==> src/sv/oidd_pkg.sv <==
`timescale 1ns / 1ps
`default_nettype none

package oidd_pkg;

  localparam int ArcW = 63;

  // content byte as it arrives
  typedef struct packed {
    logic [7:0] data_byte;
    logic       end_of_content;
  } byte_item_t;

  // one decoded arc
  typedef struct packed {
    logic [ArcW-1:0] arc_value;
    logic            last_arc;
    logic            error;
  } arc_item_t;

  // work handed from the front to the back
  typedef enum logic [1:0] {
    CMD_ARC   = 2'd0,
    CMD_SPLIT = 2'd1,
    CMD_ERR   = 2'd2
  } cmd_kind_t;

  typedef struct packed {
    cmd_kind_t       kind;
    logic [ArcW-1:0] value;
    logic            last;
  } cmd_t;

  // status of the command queue
  typedef struct packed {
    logic full;
    logic empty;
  } queue_status_t;

endpackage

`default_nettype wire

==> src/sv/oid_base128_arc_decoder.sv <==
`timescale 1ns / 1ps
`default_nettype none

// Channel     Direction  Handshake             Payload
// byte_*      in         byte_valid/byte_stall  byte_item_t (content byte, end mark)
// arc_*       out        arc_valid/arc_stall    arc_item_t (arc, last, error)
//
// One content byte is taken per cycle unless byte_stall holds it; the shift-add in the front sets it.
// The first subidentifier leaves as two results.
// A result is registered in a two-entry queue, then in the output register, after its byte is taken.
// byte_stall rises only when the queue is full; arc_stall backs up into it.
// Synchronous reset clears decode state, empties the queue and clears the output valid.

module oid_base128_arc_decoder import oidd_pkg::*; (
  input  wire logic       clk,
  input  wire logic       rst,
  input  wire logic       byte_valid,
  output logic            byte_stall,
  input  wire byte_item_t byte_item,
  output logic            arc_valid,
  input  wire logic       arc_stall,
  output arc_item_t       arc_item
);

  logic          push;
  logic          pop;
  cmd_t          push_cmd;
  cmd_t          head;
  queue_status_t qstat;

  oidd_front u_front (
    .clk        (clk),
    .rst        (rst),
    .byte_valid (byte_valid),
    .byte_stall (byte_stall),
    .byte_item  (byte_item),
    .qstat      (qstat),
    .push       (push),
    .push_cmd   (push_cmd)
  );

  oidd_queue u_queue (
    .clk      (clk),
    .rst      (rst),
    .push     (push),
    .push_cmd (push_cmd),
    .pop      (pop),
    .head     (head),
    .qstat    (qstat)
  );

  oidd_back u_back (
    .clk       (clk),
    .rst       (rst),
    .head      (head),
    .qstat     (qstat),
    .pop       (pop),
    .arc_valid (arc_valid),
    .arc_stall (arc_stall),
    .arc_item  (arc_item)
  );

endmodule

`default_nettype wire

==> src/sv/oidd_front.sv <==
`timescale 1ns / 1ps
`default_nettype none

module oidd_front import oidd_pkg::*; (
  input  wire logic       clk,
  input  wire logic       rst,
  input  wire logic       byte_valid,
  output logic            byte_stall,
  input  wire byte_item_t byte_item,
  input  wire queue_status_t qstat,
  output logic            push,
  output cmd_t            push_cmd
);

  logic [ArcW-1:0] accumulator;
  logic            first_arc_done;
  logic            skipping_after_error;

  logic            take;
  logic            more;
  logic            eoc;
  logic            overflow;
  logic            fault;
  logic [ArcW-1:0] shifted;

  // hold input while the queue has no room
  assign byte_stall = qstat.full;
  assign take       = byte_valid && !byte_stall;

  assign more     = byte_item.data_byte[7];
  assign eoc      = byte_item.end_of_content;
  assign overflow = |accumulator[ArcW-1:ArcW-7];
  assign fault    = overflow || (more && eoc);
  assign shifted  = {accumulator[ArcW-8:0], byte_item.data_byte[6:0]};

  // classify the byte into a queue command
  always_comb begin
    push          = 1'b0;
    push_cmd.kind = CMD_ARC;
    push_cmd.value = shifted;
    push_cmd.last = eoc;
    if (take && !skipping_after_error) begin
      if (fault) begin
        push           = 1'b1;
        push_cmd.kind  = CMD_ERR;
        push_cmd.value = '0;
        push_cmd.last  = 1'b1;
      end else if (!more) begin
        push          = 1'b1;
        push_cmd.kind = first_arc_done ? CMD_ARC : CMD_SPLIT;
      end
    end
  end

  // advance the subidentifier state
  always_ff @(posedge clk) begin
    if (rst) begin
      accumulator          <= '0;
      first_arc_done       <= 1'b0;
      skipping_after_error <= 1'b0;
    end else if (take) begin
      if (skipping_after_error) begin
        if (eoc) begin
          skipping_after_error <= 1'b0;
        end
      end else if (fault) begin
        accumulator          <= '0;
        first_arc_done       <= 1'b0;
        skipping_after_error <= !eoc;
      end else if (more) begin
        accumulator <= shifted;
      end else begin
        accumulator    <= '0;
        first_arc_done <= !eoc;
      end
    end
  end

endmodule

`default_nettype wire

==> src/sv/oidd_queue.sv <==
`timescale 1ns / 1ps
`default_nettype none

module oidd_queue import oidd_pkg::*; (
  input  wire logic clk,
  input  wire logic rst,
  input  wire logic push,
  input  wire cmd_t push_cmd,
  input  wire logic pop,
  output cmd_t      head,
  output queue_status_t qstat
);

  cmd_t       entry [2];
  logic       wr_ptr;
  logic       rd_ptr;
  logic [1:0] count;

  assign head        = entry[rd_ptr];
  assign qstat.full  = count == 2'd2;
  assign qstat.empty = count == 2'd0;

  // store pushed commands
  always_ff @(posedge clk) begin
    if (push) begin
      entry[wr_ptr] <= push_cmd;
    end
  end

  // track pointers and fill level
  always_ff @(posedge clk) begin
    if (rst) begin
      wr_ptr <= 1'b0;
      rd_ptr <= 1'b0;
      count  <= 2'd0;
    end else begin
      if (push) begin
        wr_ptr <= !wr_ptr;
      end
      if (pop) begin
        rd_ptr <= !rd_ptr;
      end
      case ({push, pop})
        2'b10:   count <= count + 2'd1;
        2'b01:   count <= count - 2'd1;
        default: count <= count;
      endcase
    end
  end

endmodule

`default_nettype wire

==> src/sv/oidd_back.sv <==
`timescale 1ns / 1ps
`default_nettype none

module oidd_back import oidd_pkg::*; (
  input  wire logic clk,
  input  wire logic rst,
  input  wire cmd_t head,
  input  wire queue_status_t qstat,
  output logic      pop,
  output logic      arc_valid,
  input  wire logic arc_stall,
  output arc_item_t arc_item
);

  logic            second;
  logic            load;
  logic            lt80;
  logic            ge40;
  logic [ArcW-1:0] sub;
  logic [ArcW-1:0] rest;
  arc_item_t       item_next;

  assign load = !qstat.empty && (!arc_valid || !arc_stall);
  assign pop  = load && !(head.kind == CMD_SPLIT && !second);

  // split the first subidentifier into two arcs
  assign lt80 = head.value < ArcW'(80);
  assign ge40 = head.value >= ArcW'(40);
  assign sub  = lt80 ? (ge40 ? ArcW'(40) : '0) : ArcW'(80);
  assign rest = head.value - sub;

  // form the next result
  always_comb begin
    item_next.arc_value = head.value;
    item_next.last_arc  = head.last;
    item_next.error     = 1'b0;
    case (head.kind)
      CMD_ERR: begin
        item_next.arc_value = '0;
        item_next.last_arc  = 1'b1;
        item_next.error     = 1'b1;
      end
      CMD_SPLIT: begin
        if (!second) begin
          item_next.arc_value = lt80 ? {{(ArcW-1){1'b0}}, ge40} : ArcW'(2);
          item_next.last_arc  = 1'b0;
        end else begin
          item_next.arc_value = rest;
        end
      end
      default: begin
        item_next.arc_value = head.value;
      end
    endcase
  end

  // hold the output register until transfer
  always_ff @(posedge clk) begin
    if (rst) begin
      arc_valid <= 1'b0;
      second    <= 1'b0;
    end else begin
      if (load) begin
        arc_valid <= 1'b1;
        second    <= head.kind == CMD_SPLIT && !second;
      end else if (!arc_stall) begin
        arc_valid <= 1'b0;
      end
    end
  end

  always_ff @(posedge clk) begin
    if (load) begin
      arc_item <= item_next;
    end
  end

endmodule

`default_nettype wire

==> config.mk <==
export PLATFORM = sky130hd
export DESIGN_NAME = oid_base128_arc_decoder
export DESIGN_NICKNAME = d
export VERILOG_FILES = /design/src/sv/oidd_pkg.sv /design/src/sv/oid_base128_arc_decoder.sv /design/src/sv/oidd_front.sv /design/src/sv/oidd_queue.sv /design/src/sv/oidd_back.sv
export SDC_FILE = /design/constraint.sdc
export NUM_CORES = 1
export LEC_CHECK = 0
export ABC_CLOCK_PERIOD_IN_PS = 6700
export BUFFER_PORTS_ARGS = -buffer_cell sky130_fd_sc_hd__buf_2
export CAP_MARGIN = 20
export CORE_UTILIZATION = 39
export DETAILED_ROUTE_END_ITERATION = 6
export GPL_ROUTABILITY_DRIVEN = 0
export PLACE_DENSITY = 0.62
export SKIP_LAST_GASP = 1
export SLEW_MARGIN = 5
export SYNTH_ARGS = -nofsm -noshare
export SYNTH_HDL_FRONTEND = slang
export SYNTH_SLANG_ARGS = --single-unit
==> constraint.sdc <==
create_clock -name clk -period 6.7 [get_ports clk]
set_input_delay 0.335 -clock clk [delete_from_list [all_inputs] [get_ports clk]]
set_output_delay 0.335 -clock clk [all_outputs]
set_load 0.05 [all_outputs]
### Word level (Yosys, flattened, before mapping)

Memories as Yosys holds them, arrays and structs flattened. A register that Yosys moved wholly into a read port is not among the register bits.
Cells that the tools add are included.

| storage, ports and cells | value |
|---|---|
| register bits after elaboration | 136 |
| memory bits (writable) | 132 |
| input bits | 13 |
| output and inout port bits | 67 |
| word-level logic and storage cells | 78 |
| memories kept | 1 |

Memories:

| memory | depth | width | rd ports | clocked after Yosys merged registers in | wr ports | RTL line | source |
|---|---|---|---|---|---|---|---|
| u_queue.entry | 2 | 66 | 1 | 1 | 1 | oidd_queue.sv:14 | `cmd_t entry [2];` |

| operators by class | value |
|---|---|
| $add $sub $neg | 3 |
| magnitude comparators | 2 |
| equality and inequality tests | 7 |
| multiplexer cells | 30 |
| bitwise operators | 1 |
| reductions and logical operators | 23 |

Operators with widths:

| kind | number |
|---|---|
| $mux 63 | 4 |
| $pmux 63 s2 | 1 |
| $mux 66 | 1 |
| $mux 64 | 1 |
| $ge 63x6->1 const B | 1 |
| $lt 63x7->1 const B | 1 |
| $sub 63x63->63 | 1 |
| $mux 1 | 17 |
| $logic_not 1->1 | 10 |
| $reduce_or 7->1 | 1 |
| $eq 2x2->1 const B | 3 |
| $logic_and 1x1->1 | 6 |
| $mux 2 | 3 |
| $mux 6 | 1 |
| $eq 2x1->1 const B | 2 |
| $ne 2x1->1 const B | 2 |
| $pmux 2 s2 | 1 |
| $reduce_and 3->1 | 1 |
| $add 2x1->2 const B | 1 |
| $logic_not 2->1 | 1 |
| $logic_or 1x1->1 | 2 |
| $pmux 1 s2 | 1 |
| $reduce_and 2->1 | 1 |
| $reduce_bool 2->1 | 1 |
| 2 further kinds | 2 |

### Longest topological paths before layout

| depth | value |
|---|---|
| word-level depth | 7 |
| gate-level depth with buffers | 20 |
| depth with buffers taken out | 15 |

### By module

Synthesis repeated with hierarchy kept, for this count alone.

| unflattened totals | value |
|---|---|
| cells, all modules | 860 |
| area total of the unflattened synthesis | 11,508.5 µm² |

By module, submodules not included:

| module | times used | cells an instance | area each (µm²) | seq. area each (µm²) |
|---|---|---|---|---|
| oidd_queue | 1 | 227 | 4,957.3 | 4,063.9 |
| oidd_back | 1 | 391 | 3,931.3 | 1,991.9 |
| oidd_front | 1 | 242 | 2,620.0 | 1,301.2 |

### Worst setup path after synthesis

No wires, ideal clock.

| timing path | value |
|---|---|
| path type | register to register |
| start | reg u_back.arc_valid |
| end | reg u_queue.count[1] |
| setup time | 0.070 ns |
| arrival time | 4.923 ns |
| data required time | 6.630 ns |
| slack | 1.707 ns |
| stages on the path, launching flop included | 6 |
| buffers on the path | 0 |
| clock period less this slack | 4.993 ns |
| path through | dfxtp_1 a21oi_1 nor2b_1 ha_1 or3_1 a21oi_1 |

| on the way | value |
|---|---|
| word-level cells in the longest chain between the ends | 6 |
| elaborated cells on any way between the ends | 8 |
| classes of those cells | 2 x eq/ne; 1 x mux; 5 x reduce/logical |

Ends and longest elaborated chain:

| element | RTL line | source |
|---|---|---|
| start, declared | oidd_back.sv:10 | `output logic arc_valid,` |
| start signal, assigned | oidd_back.sv:60 | `arc_valid <= 1'b0;` |
| start signal, assigned | oidd_back.sv:64 | `arc_valid <= 1'b1;` |
| start signal, assigned | oidd_back.sv:67 | `arc_valid <= 1'b0;` |
| $logic_not 1->1 (*) | oidd_back.sv:23 | `assign load = !qstat.empty && (!arc_valid \|\| !arc_stall);` |
| $logic_or 1x1->1 (*) | oidd_back.sv:23 |  |
| $logic_and 1x1->1 (*) | oidd_back.sv:23 |  |
| named net u_back.load | oidd_back.sv:16 | `logic load;` |
| $logic_and 1x1->1 (*) | oidd_back.sv:24 | `assign pop = load && !(head.kind == CMD_SPLIT && !second);` |
| named net pop | oid_base128_arc_decoder.sv:26 | `logic pop;` |
| $eq 2x1->1 / $eq 2x2->1 (equally long branches) | oidd_queue.sv:43 | `case ({push, pop})` |
| $pmux 2 s2 / $reduce_bool 2->1 (equally long branches) | -- |  |
| end signal, assigned | oidd_queue.sv:44 | `2'b10: count <= count + 2'd1;` |
| end signal, assigned | oidd_queue.sv:45 | `2'b01: count <= count - 2'd1;` |
| end signal, assigned | oidd_queue.sv:46 | `default: count <= count;` |
| end, declared | oidd_queue.sv:17 | `logic [1:0] count;` |

Mark *: on every way through the listed nets, which the timed path passes. The rest lies on a longest branch.
A chain may end at the register's enable or synchronous reset.

==> out/summary.txt <==
====================================================================================
Num CTS Buffers                                                                   26
Most common library cell in the layout ignoring fill and taps               edfxtp_1
Register area share after synthesis                                            60.4%
Hold path startpoint                                                      byte_valid
Commonest cells after routing, fill and taps aside                      edfxtp_1 (197), nand2_1 (148), a21oi_1 (87), buf_2 (79), nor2_1 (73)
Post-detailed-route via-to-cell ratio                                           5.31
Critical path endpoint category                                            flip-flop
Leakage Power                                                                4.64 nW
Routed via count                                                               8,191
Number of antenna-violating nets in the routed design                              0
Mapped cell area                                                         0.0122 mm^2
Chip width                                                                    179 um
P per Cell Area                                                          428 mW/mm^2
Max clock buf depth                                                                3
Post-Synthesis Net Count                                                       1,085
Measured slew at the worst slew-check pin                                    1000 ps
Final slew viol count                                                              0
Count of nets after finishing                                                  1,149
Accumulated negative setup slack                                                0 ps
N_diodes                                                                           0
Number of antenna violations at the first check in global routing                  0
Max Cap Viol                                                                       0
Violation count after the first detailed-routing iteration                       600
CTS sink count                                                                   269
FP Rows                                                                           64
Post-route DRC violation count                                                     0
Aggregate global-route resource usage                                          16.7%
Number of buffers added for setup after CTS                                        0
Proportion of netlist area held by the largest area contributor                48.5%
Maximum cell stage delay along the critical path                              960 ps
Final clock skew                                                             12.9 ps
Fin crit share                                                                 88.4%
Number of iterations in the first detailed-routing pass                            5
Number of instances resized during post-cts repair                                 0
Number of top-level pins                                                          80
Total power consumption of the routed design                                 5.97 mW
Arrival time of the worst setup path                                         6260 ps
Post-Synthesis Cells                                                           1,064
Number of levels the H-tree was split into                                         1
Proportion of synthesized flip-flops having asynchronous set or reset             0%
Capture point of the critical path                                      u_back.arc_item[29]
Leading cell types by total area after synthesis                        edfxtp_1 (49%), dfxtp_1 (12%), nand2_1 (4.6%)
Initial standard-cell utilization of the core                                  39.7%
Final number of hold-violating endpoints                                           0
Clock-pin transition on the worst setup and hold timing paths                  60 ps
Worst max-slew margin expressed relative to the limit                          33.0%
Vertical die dimension                                                        179 um
Worst-path fanout max                                                             80
Worst endpoint required time                                                 7040 ps
Via count of the first global-routing pass                                     7,524
Cell chain of the critical path                                         mux2i_1 > o221ai_1 > nor2b_1 > nand4b_1 > or3_1 > inv_1 > ha_1 > inv_1 > fa_1 > nand3_1 > nand2_1 > nor3_2 > nand2_1 > or4_1 > a21oi_1
Port Buffer Count                                                                 79
Area growth from synthesis to final layout                                     14.3%
Cell depth of the worst flop-to-flop path                                         15
Warning count from the yosys run                                                   0
Maximum number of pins on one net before global-route repair                      81
VDD IR max                                                                  0.178 mV
Wire length per cell                                                         17.3 um
TritonCTS clock tree                                                             yes
Most used flip-flop cell after synthesis                                    edfxtp_1
RSZ-0062 raised after global routing                                           false
Fmax                                                                         169 MHz
Buffer and inverter count on the worst path                                        2
Area of the core                                                         0.0307 mm^2
Dominant cell type by area after synthesis                                  edfxtp_1
Instance count on the critical path                                               15
DRT Wirelength                                                             26,800 um
Clk_lat worst skew                                                            530 ps
Minimum setup slack among reg-to-reg paths                                    780 ps
Cell with the biggest individual delay on the critical path                  dfxtp_4
Layout cell share with drive strength beyond 1                                 15.6%
Family of cells with the greatest summed delay on the critical path     simple AND/OR/NAND/NOR gates
Post-synthesis register bit count                                                269
Setup-failing EPs final                                                            0
Count of unique library cells instantiated by Yosys                               69
Final worst path period need                                                 5920 ps
Die Area                                                                 0.0320 mm^2
Average cell area after synthesis                                          11.5 um^2
Path type of the worst setup path                                         reg -> reg
FF-to-FF End                                                            u_back.arc_item[29]
Type of the most critical hold path                                        in -> reg
Number of synthesized flops with an enable pin                                   197
Final global-route overflow total                                                  0
# hold bufs at CTS                                                                 0
Worst setup SP type                                                        flip-flop
Result of the run                                                       finished clean
HPWL reported at the end of detailed placement                             18,800 um
Buffer cell driving the clock tree root                                    clkbuf_16
First-pass GRT wire length                                                 41,800 um
====================================================================================
[Yosys cell counts (3+ instances only)]
library cell  count
edfxtp_1        197
nand2_1         148
a21oi_1          89
nor2_1           76
dfxtp_1          72
and2_1           66
mux2i_1          52
nor3_1           41
clkbuf_1         39
xnor2_1          33
o21ai_0          18
nor3b_1          15
mux2_2           14
nand3_1          13
nor4_1           13
buf_2            12
or3_1            11
inv_1            10
o31ai_1          10
nand2b_1          9
nand4_1           8
o21a_1            8
o22ai_1           8
ha_1              7
nor2b_1           7
or3b_1            7
or4_1             7
xor2_1            6
nor4b_1           5
nand4b_1          4
o21ai_1           4
buf_6             3
nor4_4            3
o211ai_1          3
or4b_1            3
[state kept, by name (all words and copies together), names as in the netlist, 2 cells and up, named ones only]
| name | cells |
|---|---|
| u_queue.entry | 132 |
| u_back.arc_item | 65 |
| u_front.accumulator | 63 |
| u_queue.count | 2 |
[cell families (layout without fill, tap and decap cells)]
group                      Yosys count  in the layout  share of synthesized area [%]
and+or+nand+nor                    453            453                           19.8
DFF                                269            269                           60.4
AOI/OAI and AO/OA                  161            161                           7.84
muxes                               68             68                           5.93
buffers and inverters               66            150                           2.40
xor gates and xnor gates            39             39                           2.80
adders and majority gates            8              8                          0.883
[layout make-up]
cell class                      count  area (um^2)
Clock inverter                     14          175
Tap cell                          396          495
Sequential cell                   269         7360
Inverter                           10         37.5
Timing Repair Buffer               92          505
Multi-Input combinational cell    729         4590
Fill cell                        2800        16700
Clock buffer                       34          772
[metrics by stage]
| stage | worst slack, ps | instances | cell area (um^2) | hold slack (ps) | utilization (%) |
|---|---|---|---|---|---|
| 2_1_floorplan | 1710 | 1064 | 12200 | 436 | - |
| 3_3_place_gp | 1130 | 1496 | 13000 | 445 | 42.3 |
| 3_5_place_dp | 958 | 1496 | 13000 | 451 | 42.3 |
| 4_1_cts | 876 | 1544 | 13900 | 13.3 | 45.4 |
| 5_1_grt | 470 | 1544 | 13900 | 19.7 | 45.4 |
| 6_report | 779 | 1544 | 13900 | 31.1 | 45.4 |
[report_power, final]
group	total, mW	internal (mW)	switching (mW)	leakage, nW
sequential	2.43	2.24	0.191	2.47
clock	1.58	0.966	0.615	0.463
combinational	1.96	0.500	1.46	1.71
total	5.97	3.70	2.26	4.64
[how the worst min path moves through the flow]
stage / slack [ps] / end / cells past startpoint
floorplan: 440 / u_front.accumulator[57] / 2
global placement: 440 / u_front.accumulator[62] / 2
detailed placement: 450 / u_front.accumulator[59] / 2
CTS: 10 / u_front.skipping_after_error / 2
global route: 20 / u_front.skipping_after_error / 2
finish: 30 / u_front.skipping_after_error / 2
[layer usage]
metal	routed length, um	global-route usage, %	vias to the layer above
met2	11000	24.1	243
met5	0	0	-
met1	13600	25.7	3917
met3	1500	1.99	32
li1	-	-	3999
met4	631	5.16	0
(Power assumes the default switching activity.)
